==> src/rtl/core/pac_pkg.sv <==
// shared types, widths and register codes for the pressure action classifier
`default_nettype none

package pac_pkg;

    localparam int unsigned P_W     = 11;
    localparam int unsigned TIME_W  = 32;
    localparam int unsigned STEP_W  = 7;
    localparam int unsigned HOLD_W  = 16;
    localparam int unsigned ACT_W   = 3;
    localparam int unsigned WHEEL_W = 8;
    localparam int unsigned CFG_IDX_W  = 3;
    localparam int unsigned CFG_DATA_W = 16;

    typedef logic signed [P_W-1:0] t_pressure;

    typedef enum logic [ACT_W-1:0] {
        ACT_NONE   = 3'd0,
        ACT_LEFT   = 3'd1,
        ACT_DOUBLE = 3'd2,
        ACT_RIGHT  = 3'd3,
        ACT_UP     = 3'd4,
        ACT_DOWN   = 3'd5
    } t_action;

    typedef enum logic [CFG_IDX_W-1:0] {
        CFG_LEFT_TH   = 3'd0,
        CFG_DOUBLE_TH = 3'd1,
        CFG_RIGHT_TH  = 3'd2,
        CFG_UP_TH     = 3'd3,
        CFG_DOWN_TH   = 3'd4,
        CFG_STEP      = 3'd5,
        CFG_SCROLL_ON = 3'd6,
        CFG_HOLDOFF   = 3'd7
    } t_cfg_idx;

    localparam t_pressure         RST_LEFT_TH   = 11'sd10;
    localparam t_pressure         RST_DOUBLE_TH = 11'sd15;
    localparam t_pressure         RST_RIGHT_TH  = -11'sd10;
    localparam t_pressure         RST_UP_TH     = -11'sd5;
    localparam t_pressure         RST_DOWN_TH   = 11'sd5;
    localparam logic [STEP_W-1:0] RST_STEP      = 7'd1;
    localparam logic              RST_SCROLL_ON = 1'b1;
    localparam logic [HOLD_W-1:0] RST_HOLDOFF   = 16'd500;

endpackage

`default_nettype wire

==> src/rtl/core/pac_channels.sv <==
// valid/ready channel interfaces for pressure samples and actions
`default_nettype none

interface pac_sample_if;
    logic                                valid;
    logic                                ready;
    logic signed [pac_pkg::P_W-1:0]      pressure_delta;
    logic        [pac_pkg::TIME_W-1:0]   now_ms;

    modport source (output valid, output pressure_delta, output now_ms, input ready);
    modport sink   (input valid, input pressure_delta, input now_ms, output ready);
endinterface

interface pac_action_if;
    logic                                valid;
    logic                                ready;
    logic        [pac_pkg::ACT_W-1:0]    action;
    logic signed [pac_pkg::WHEEL_W-1:0]  wheel;

    modport source (output valid, output action, output wheel, input ready);
    modport sink   (input valid, input action, input wheel, output ready);
endinterface

`default_nettype wire

==> src/rtl/core/pressure_action_classifier.sv <==
// pressure action classifier: samples in, click and scroll actions out
//
// i_in carries one pressure sample (baseline-corrected, signed) and a
// millisecond timestamp per beat; o_out returns exactly one beat per
// sample with the action code and the wheel amount, in order.
// a sample is registered on acceptance, classified in the next cycle and
// lands in the output register once the output stage can advance. one
// beat per cycle is sustained while the receiver holds o_out.ready high;
// the click time register is updated in the same cycle that classifies a
// sample, so the next sample always sees it.
// when the receiver stalls, the output register holds its beat and the
// input register keeps one more; i_in.ready drops only when both are full.
// the config port (i_cfg_we, i_cfg_idx, i_cfg_data) writes one register
// per cycle; it must be used only while no beats are in flight, which
// the block does not enforce. synchronous reset clears both stages,
// restores the register defaults and sets the last click time to zero.
`default_nettype none

module pressure_action_classifier (
    input  wire logic                              i_clk,
    input  wire logic                              i_rst_n,
    input  wire logic                              i_cfg_we,
    input  wire logic [pac_pkg::CFG_IDX_W-1:0]     i_cfg_idx,
    input  wire logic [pac_pkg::CFG_DATA_W-1:0]    i_cfg_data,
    pac_sample_if.sink                             i_in,
    pac_action_if.source                           o_out
);

    pac_pkg::t_pressure                   r_left_th;
    pac_pkg::t_pressure                   r_double_th;
    pac_pkg::t_pressure                   r_right_th;
    pac_pkg::t_pressure                   r_up_th;
    pac_pkg::t_pressure                   r_down_th;
    logic [pac_pkg::STEP_W-1:0]           r_step;
    logic                                 r_scroll_on;
    logic [pac_pkg::HOLD_W-1:0]           r_holdoff;

    logic                                 r_s1_valid;
    pac_pkg::t_pressure                   r_s1_p;
    logic [pac_pkg::TIME_W-1:0]           r_s1_now;
    logic [pac_pkg::TIME_W-1:0]           r_last_click;

    logic                                 r_out_valid;
    pac_pkg::t_action                     r_out_action;
    logic signed [pac_pkg::WHEEL_W-1:0]   r_out_wheel;

    logic                                 s1_adv;
    logic [pac_pkg::TIME_W-1:0]           elapsed;
    logic                                 free;
    logic                                 click;
    pac_pkg::t_action                     n_action;
    logic signed [pac_pkg::WHEEL_W-1:0]   n_wheel;
    logic signed [pac_pkg::WHEEL_W-1:0]   step_s;

    assign s1_adv     = !r_out_valid || o_out.ready;
    assign i_in.ready = !r_s1_valid || s1_adv;

    // config registers
    always_ff @(posedge i_clk) begin
        if (!i_rst_n) begin
            r_left_th   <= pac_pkg::RST_LEFT_TH;
            r_double_th <= pac_pkg::RST_DOUBLE_TH;
            r_right_th  <= pac_pkg::RST_RIGHT_TH;
            r_up_th     <= pac_pkg::RST_UP_TH;
            r_down_th   <= pac_pkg::RST_DOWN_TH;
            r_step      <= pac_pkg::RST_STEP;
            r_scroll_on <= pac_pkg::RST_SCROLL_ON;
            r_holdoff   <= pac_pkg::RST_HOLDOFF;
        end else if (i_cfg_we) begin
            unique case (i_cfg_idx)
                pac_pkg::CFG_LEFT_TH:   r_left_th   <= i_cfg_data[pac_pkg::P_W-1:0];
                pac_pkg::CFG_DOUBLE_TH: r_double_th <= i_cfg_data[pac_pkg::P_W-1:0];
                pac_pkg::CFG_RIGHT_TH:  r_right_th  <= i_cfg_data[pac_pkg::P_W-1:0];
                pac_pkg::CFG_UP_TH:     r_up_th     <= i_cfg_data[pac_pkg::P_W-1:0];
                pac_pkg::CFG_DOWN_TH:   r_down_th   <= i_cfg_data[pac_pkg::P_W-1:0];
                pac_pkg::CFG_STEP:      r_step      <= i_cfg_data[pac_pkg::STEP_W-1:0];
                pac_pkg::CFG_SCROLL_ON: r_scroll_on <= i_cfg_data[0];
                pac_pkg::CFG_HOLDOFF:   r_holdoff   <= i_cfg_data[pac_pkg::HOLD_W-1:0];
                default: begin
                end
            endcase
        end
    end

    // classification
    assign elapsed = r_s1_now - r_last_click;
    assign free    = elapsed >= {{(pac_pkg::TIME_W-pac_pkg::HOLD_W){1'b0}}, r_holdoff};
    assign step_s  = $signed({1'b0, r_step});

    always_comb begin
        n_action = pac_pkg::ACT_NONE;
        n_wheel  = '0;
        click    = 1'b0;
        if (free) begin
            if (r_s1_p > r_double_th) begin
                n_action = pac_pkg::ACT_DOUBLE;
                click    = 1'b1;
            end else if (r_s1_p > r_left_th) begin
                n_action = pac_pkg::ACT_LEFT;
                click    = 1'b1;
            end else if (r_s1_p < r_right_th) begin
                n_action = pac_pkg::ACT_RIGHT;
                click    = 1'b1;
            end else if (r_scroll_on) begin
                if (r_s1_p < r_up_th) begin
                    n_action = pac_pkg::ACT_UP;
                    n_wheel  = step_s;
                end else if (r_s1_p > r_down_th) begin
                    n_action = pac_pkg::ACT_DOWN;
                    n_wheel  = -step_s;
                end
            end
        end
    end

    // input stage
    always_ff @(posedge i_clk) begin
        if (!i_rst_n) begin
            r_s1_valid <= 1'b0;
        end else if (i_in.ready) begin
            r_s1_valid <= i_in.valid;
        end
    end

    always_ff @(posedge i_clk) begin
        if (i_in.ready && i_in.valid) begin
            r_s1_p   <= i_in.pressure_delta;
            r_s1_now <= i_in.now_ms;
        end
    end

    // last click time
    always_ff @(posedge i_clk) begin
        if (!i_rst_n) begin
            r_last_click <= '0;
        end else if (r_s1_valid && s1_adv && click) begin
            r_last_click <= r_s1_now;
        end
    end

    // output stage
    always_ff @(posedge i_clk) begin
        if (!i_rst_n) begin
            r_out_valid <= 1'b0;
        end else if (s1_adv) begin
            r_out_valid <= r_s1_valid;
        end
    end

    always_ff @(posedge i_clk) begin
        if (s1_adv && r_s1_valid) begin
            r_out_action <= n_action;
            r_out_wheel  <= n_wheel;
        end
    end

    assign o_out.valid  = r_out_valid;
    assign o_out.action = r_out_action;
    assign o_out.wheel  = r_out_wheel;

`ifndef SYNTHESIS
    a_wheel_only_scroll: assert property (@(posedge i_clk) disable iff (!i_rst_n)
        (o_out.valid && o_out.action != pac_pkg::ACT_UP && o_out.action != pac_pkg::ACT_DOWN)
        |-> (o_out.wheel == '0))
        else $error("wheel nonzero on a non-scroll beat");

    a_click_time: assert property (@(posedge i_clk) disable iff (!i_rst_n)
        (r_s1_valid && s1_adv && click) |=> (r_last_click == $past(r_s1_now)))
        else $error("click time not captured");

    a_click_not_held: assert property (@(posedge i_clk) disable iff (!i_rst_n)
        (r_s1_valid && s1_adv && !free) |=> (r_out_action == pac_pkg::ACT_NONE))
        else $error("action reported inside hold-off");

    a_reset_empty: assert property (@(posedge i_clk)
        !i_rst_n |=> (!o_out.valid && !r_s1_valid))
        else $error("pipeline not empty after reset");
`endif

endmodule

`default_nettype wire

==> src/flat_wrapper.sv <==
// flat-port wrapper written by rule: the top's interface ports become plain ports
module pressure_action_classifier_flat 
  (i_clk, i_rst_n, i_cfg_we, i_cfg_idx, i_cfg_data, i_in_valid, i_in_pressure_delta, i_in_now_ms, i_in_ready, o_out_valid, o_out_action, o_out_wheel, o_out_ready);
  pac_sample_if i_in_i ();
  pac_action_if o_out_i ();
  input  wire logic i_clk;
  input  wire logic i_rst_n;
  input  wire logic i_cfg_we;
  input  wire logic [pac_pkg::CFG_IDX_W-1:0] i_cfg_idx;
  input  wire logic [pac_pkg::CFG_DATA_W-1:0] i_cfg_data;
  input wire logic [$bits(i_in_i.valid)-1:0] i_in_valid;
  input wire logic [$bits(i_in_i.pressure_delta)-1:0] i_in_pressure_delta;
  input wire logic [$bits(i_in_i.now_ms)-1:0] i_in_now_ms;
  output wire logic [$bits(i_in_i.ready)-1:0] i_in_ready;
  output wire logic [$bits(o_out_i.valid)-1:0] o_out_valid;
  output wire logic [$bits(o_out_i.action)-1:0] o_out_action;
  output wire logic [$bits(o_out_i.wheel)-1:0] o_out_wheel;
  input wire logic [$bits(o_out_i.ready)-1:0] o_out_ready;
  assign i_in_i.valid = i_in_valid;
  assign i_in_i.pressure_delta = i_in_pressure_delta;
  assign i_in_i.now_ms = i_in_now_ms;
  assign i_in_ready = i_in_i.ready;
  assign o_out_valid = o_out_i.valid;
  assign o_out_action = o_out_i.action;
  assign o_out_wheel = o_out_i.wheel;
  assign o_out_i.ready = o_out_ready;
  pressure_action_classifier u_core (.i_clk(i_clk), .i_rst_n(i_rst_n), .i_cfg_we(i_cfg_we), .i_cfg_idx(i_cfg_idx), .i_cfg_data(i_cfg_data), .i_in(i_in_i), .o_out(o_out_i));
endmodule
==> config.mk <==
export PLATFORM = sky130hd
export DESIGN_NAME = pressure_action_classifier_flat
export DESIGN_NICKNAME = d
export VERILOG_FILES = /design/src/rtl/core/pac_pkg.sv /design/src/rtl/core/pac_channels.sv /design/src/rtl/core/pressure_action_classifier.sv /design/src/flat_wrapper.sv
export SDC_FILE = /design/constraint.sdc
export NUM_CORES = 1
export LEC_CHECK = 0
export BUFFER_PORTS_ARGS = -buffer_cell sky130_fd_sc_hd__buf_4
export CAP_MARGIN = 20
export CORE_UTILIZATION = 43
export CTS_BUF_LIST = sky130_fd_sc_hd__clkbuf_8
export DETAILED_ROUTE_END_ITERATION = 6
export SETUP_SLACK_MARGIN = 0.5
export SLEW_MARGIN = 20
export SYNTH_ARGS = -nofsm -noshare
export SYNTH_HDL_FRONTEND = slang
export SYNTH_SLANG_ARGS = --single-unit
==> constraint.sdc <==
create_clock -name i_clk -period 6.1 [get_ports i_clk]
set_input_delay 0 -clock i_clk [delete_from_list [all_inputs] [get_ports i_clk]]
set_output_delay 0 -clock i_clk [all_outputs]
set_load 0.1 [all_outputs]
=== Yosys cells after proc, flatten, opt, wreduce, memory -nomap -nowiden ===
Cells that the tools add are included.

* $lt $le $gt $ge: 6
* $mul: 0
* Divide/modulo/power cells: 0
* Muxes and demuxes: 12
* Equality and inequality tests: 7
* Reductions and logical operators: 19
* Bitwise operators: 3
* Add/sub/neg operators: 2
* Shifts and indexed selects: 0

{| class="wikitable"
|+ Operator list
! cell !! number
|-
| $gt A11 B11 Y1 || 3
|-
| $ge A32 B16 Y1 || 1
|-
| $sub A32 B32 Y32 || 1
|-
| $lt A11 B11 Y1 || 2
|-
| $reduce_and A2 Y1 || 8
|-
| $mux W7 || 2
|-
| $eq A3 B3 Y1 const B || 4
|-
| $mux W2 || 4
|-
| $neg A7 Y8 || 1
|-
| $reduce_or A7 Y1 || 1
|-
| $eq A3 B2 Y1 const B || 2
|-
| $mux W3 || 2
|-
| $reduce_or A5 Y1 || 1
|-
| $mux W1 || 4
|-
| $eq A3 B1 Y1 const B || 1
|-
| $logic_and A1 B1 Y1 || 3
|-
| $logic_not A3 Y1 || 1
|-
| $not A1 Y1 || 3
|-
| $logic_not A1 Y1 || 2
|-
| $logic_or A1 B1 Y1 || 2
|-
| $reduce_or A2 Y1 || 1
|}

* RAM bits: 0
* Output and inout bits: 13
* Memory bits (read-only): 0
* Latch bits: 0
* Bits of input ports: 67
* Word-level logic and storage cells: 67
* Memories: 0
* Flip-flop bits (word level): 167

=== Longest topological paths before layout ===
* Depth after elaboration: 7
* Depth in mapped cells: 20
* Gate-level depth less buffers: 18

=== Worst setup path after synthesis ===
No wires, ideal clock.

* Path type: reg-to-reg
* Start: register u_core.r_s1_now[0] (netlist bit)
* End: register u_core.r_out_wheel, in the netlist u_core.o_out.wheel[2], data pin
* Setup slack: 2388 ps
* Period minus slack after synthesis: 3712 ps
* Stages on the path, launching flop included: 18
* Data required time: 5831 ps
* Buffers on the path: 0
* Library setup time: 269 ps
* Data arrival time: 3443 ps
* Cell sequence: edfxtp_1 inv_1 ha_1 fa_1 nor2b_1 o2111ai_2 a211oi_1 nor3_1 xnor2_1 ha_1 a21o_1 a211oi_1 nand3_1 nor2_1 nand4_1 nor4_4 nand3b_1 nor3_1

* Longest elaborated chain between the ends: 4

{| class="wikitable"
|+ RTL lines
! element !! line !! RTL
|-
| from (decl) || pressure_action_classifier.sv:40 || <nowiki>logic [pac_pkg::TIME_W-1:0] r_s1_now;</nowiki>
|-
| from (signal assigned) || pressure_action_classifier.sv:128 || <nowiki>r_s1_now <= i_in.now_ms;</nowiki>
|-
| $sub A32 B32 Y32 || pressure_action_classifier.sv:86 || <nowiki>assign elapsed = r_s1_now - r_last_click;</nowiki>
|-
| $ge A32 B16 Y1 || pressure_action_classifier.sv:87 || <nowiki>assign free = elapsed >= {{(pac_pkg::TIME_W-pac_pkg::HOLD_W){1'b0}}, r_holdoff};</nowiki>
|-
| $not A1 Y1 (no line) || - ||
|-
| $reduce_or A5 Y1 (no line) || - ||
|-
| to (signal assigned) || pressure_action_classifier.sv:153 || <nowiki>r_out_wheel <= n_wheel;</nowiki>
|-
| to (decl) || pressure_action_classifier.sv:45 || <nowiki>logic signed [pac_pkg::WHEEL_W-1:0] r_out_wheel;</nowiki>
|}

Every way passes these cells.
A chain may end at the register's enable or synchronous reset.

=== Worst setup path in the final report ===
* Start: register u_core.r_s1_now[0] (netlist bit)
* End: register u_core.r_out_wheel, in the netlist u_core.o_out.wheel[4], data pin

Same word-level chain as after synthesis.

==> flow_metrics.py <==
metrics = {
    "power_and_ir_drop": {
        "ir_drop_mv": 0.125,
        "power_density_nw_per_um2": 221,
        "leakage_nw": 4.75,
    },
    "synthesis": {
        "avgSynthCellArea_sq_um": 8.68,
        "syn_area_sq_um": 9920,
        "synth_area_leader_cell": "dfxtp_1",
        "synth_seq_area_share_pct": 39.2,
        "ys.warnings.count": 0,
        "synth_top_area_share_pct": 22.8,
        "synth_area_leaders": "dfxtp_1 23%, edfxtp_1 16%, ha_1 13%",
        "synth_xor_area_share_pct": 2.21,
        "synth_edf_count": 54,
        "synthCells": 1143,
        "synth_common_cells": "245 x nand2_1, 113 x dfxtp_1, 108 x inv_1, 101 x ha_1, 60 x a21oi_1",
        "ys_ff_latch": 167,
        "synth.net_count": 1312,
        "synth-adder-area-share_pct": 12.9,
        "synth.distinct_cells": 63,
        "synthFlopType": "dfxtp_1",
        "synth-compound-area-share_pct": 17.9,
        "muxShareOfSynthArea_pct": 3.83,
        "synth.most_common_cell": "nand2_1",
        "synth_top_family_by_area": "compound AO/OA/AOI/OAI gates",
        "async_reset_ff_share_pct": 0,
        "yosys.area_share.simple_pct": 17.6,
    },
    "clock_tree": {
        "cts.htree.levels": 4,
        "clockBufferDepth": 2,
        "insertion_delay_ns": 0.47,
        "hold_buffers": 68,
        "cts-root-buf": "clkbuf_8",
        "cts.repair.resized": 0,
        "clock_sinks": 167,
        "cts_tree": "done",
        "cts.clk_slew.worst_paths_ns": 0.09,
        "cts_made_buffers": 17,
        "post_cts_buffers": 0,
    },
    "routing": {
        "drt_iter0_markers": 473,
        "ant_nets": 0,
        "met1Wirelength_microns": 12200,
        "avgRoutedWirePerCell_microns": 15.4,
        "met2RoutedLength_microns": 10700,
        "wl_met3_microns": 867,
        "drt_first_pass_iters": 4,
        "route.detailed.drc": 0,
        "vias": 8224,
        "routed.top_layer": "met4",
        "wl_microns": 24000,
        "vias_per_cell": 5.26,
    },
    "sta": {
        "finalSetupTns_ns": 0,
        "rsz0062_at_grt": "false",
        "whs_ns": 0.0303,
        "period_share_pct": 70.7,
        "slew_headroom_pct": 31.2,
        "layout_min_cycle_time_ns": 4.31,
        "finalHoldViolCount": 0,
        "setup-violations-final": 0,
        "setup_ws_ns": 1.79,
        "max_freq_mhz": 232,
        "finalMaxSlewViolations": 0,
        "final.setup_skew_ns": 0.0150,
        "tightestPinTransition_ns": 1.03,
    },
    "worst_setup_path": {
        "r2r_setup_slack_ns": 1.79,
        "cpMaxStageDelayCell": "fa_1",
        "cp-end-kind": "flip-flop",
        "reg2reg_depth": 17,
        "cp_max_fo": 9,
        "worstPathArrival_ns": 4.51,
        "required_ns": 6.30,
        "reg2reg_to": "u_core.o_out.wheel[4]",
        "critPathLaunchType": "flip-flop",
        "rr_startpoint": "u_core.r_s1_now[0]",
        "path_class": "reg2reg",
        "path_cells": "inv_1, ha_1, fa_1, nor2b_1, o2111ai_2, a211oi_1, nor3_1, xnor2_1, ha_1, a21o_1, a211oi_1, nand3_1, nor2_1, nand4_1, nor4_4, nand3b_1, nor3_1",
        "critPathMaxStageDelay_ns": 0.41,
    },
    "min_path": {
        "holdPathEnd": "u_core.r_last_click[26]",
        "hp-start": "i_rst_n",
        "hp-class": "in2reg",
        "holdPathStages": 3,
    },
    "floorplan": {
        "die_w_microns": 154,
        "std_cell_rows": 55,
        "die-area_sq_um": 23700,
        "initial_core_util_pct": 43.8,
        "die_h_microns": 154,
        "core_area_sq_um": 22600,
        "io_pins": 80,
    },
    "grt": {
        "antenna_found_initial": 0,
        "gr-total-overflow": 0,
        "globalRouteTotalUtil_pct": 21.1,
        "grt_pass1_wl_microns": 39700,
        "grt_max_degree": 94,
        "grt_pass1_vias": 7701,
    },
    "final_layout": {
        "drive_gt1_share_pct": 10.3,
        "layout.nets": 1434,
        "final_cells": 1563,
        "synthToLayoutAreaGrowth_pct": 18.6,
        "fillers": 2153,
        "antennaDiodeCount": 0,
    },
    "run": {
        "drv_cap": 0,
    },
    "place": {
        "place_inst": 1463,
        "post-dp-hpwl_microns": 17000,
        "dpl_worst_slack_ns": 1.83,
        "gp_congestion": 0.927,
        "port_buffers": 79,
    },
    "run_status": {
        "status": "finished clean",
    },
}
-- cells in the final DEF (no fill, tap or decap), types with 6 or more instances in the layout --
master,instances
nand2_1,245
dfxtp_1,113
inv_1,109
ha_1,101
buf_4,85
dlygate4sd3_1,68
a21oi_1,60
edfxtp_1,54
a21boi_0,48
nor2_1,42
o211ai_1,39
mux2i_1,38
o21ai_0,27
clkbuf_8,21
o21a_1,20
nand4_1,18
nand3_1,18
xnor2_1,17
nor3_1,17
nor2b_1,16
a21o_1,11
nand2b_1,9
xor2_1,8
o21ai_1,6
-- critical path: cells and delay by family, from the launching register on --
kind / cells / cell delay [ns]
xor gates and xnor gates: 1 / 0.16
and+or+nand+nor: 8 / 1.58
buffers and inverters: 1 / 0.05
AOI/OAI and AO/OA: 4 / 0.99
DFF: 1 / 0.35
adders and majority gates: 3 / 0.92
-- cell type report --
| class | count | area [sq um] | share of cell area, % |
|---|---|---|---|
| clock inverters | 11 | 93.8 | 0.798 |
| inverters | 109 | 409 | 3.48 |
| multi-input cells | 817 | 5410 | 46.0 |
| clock buffers | 21 | 289 | 2.46 |
| flip-flops and latches | 167 | 3880 | 33.0 |
| repair buffers | 153 | 1320 | 11.2 |
| well taps | 285 | 357 | 3.03 |
-- worst max-delay path by stage --
stage | cells past startpoint | start | endpoint | slack [ns]
after floorplan | 17 | u_core.r_s1_now[0] | u_core.o_out.wheel[2] | 2.39
after global placement | 18 | u_core.r_s1_now[0] | u_core.r_last_click[0] | 1.92
after detailed placement | 18 | u_core.r_s1_now[0] | u_core.r_last_click[3] | 1.83
after CTS | 18 | u_core.r_s1_now[0] | u_core.r_last_click[3] | 1.80
after global routing | 17 | u_core.r_s1_now[0] | u_core.o_out.wheel[4] | 1.40
final | 17 | u_core.r_s1_now[0] | u_core.o_out.wheel[4] | 1.79
-- where the power goes --
| group | internal, mW | switching [mW] |
|---|---|---|
| Sequential | 1.20 | 0.0301 |
| Clock | 0.365 | 0.424 |
| Combinational | 0.250 | 0.340 |
| Total | 1.81 | 0.794 |
-- routing by layer --
layer	vias to the layer above	track usage, %
met2	173	33.4
met5	-	0
met1	3823	29.7
met3	24	3.55
li1	4204	-
met4	0	5.48
-- logic make-up (layout without fill, tap and decap cells) --
group                      count (synthesis)  count (layout)
DFF                                      167             167
adders and majority gates                102             102
buffers and inverters                    159             294
and+or+nand+nor                          394             394
xor gates and xnor gates                  25              25
muxes                                     38              38
AOI/OAI and AO/OA                        258             258
-- state kept, by name (all words and copies together), names as in the netlist --
signal,count
u_core.o_out.valid,1
u_core.o_out.wheel,8
u_core.r_s1_valid,1
u_core.r_double_th,11
u_core.r_right_th,11
u_core.r_scroll_on,1
u_core.r_down_th,11
u_core.r_up_th,11
u_core.o_out.action,3
u_core.r_last_click,32
u_core.r_left_th,11
u_core.r_s1_now,32
u_core.r_step,7
u_core.r_holdoff,16
u_core.r_s1_p,11
-- through the flow --
stage	utilization [%]	power (mW)	cell area, sq um
floorplan	-	1.65	9920
global placement	47.3	1.80	10700
finish	52.0	2.61	11800
CTS	52.0	2.63	11800
global route	52.0	2.75	11800
detailed placement	47.3	1.80	10700
(Power assumes the default switching activity.)
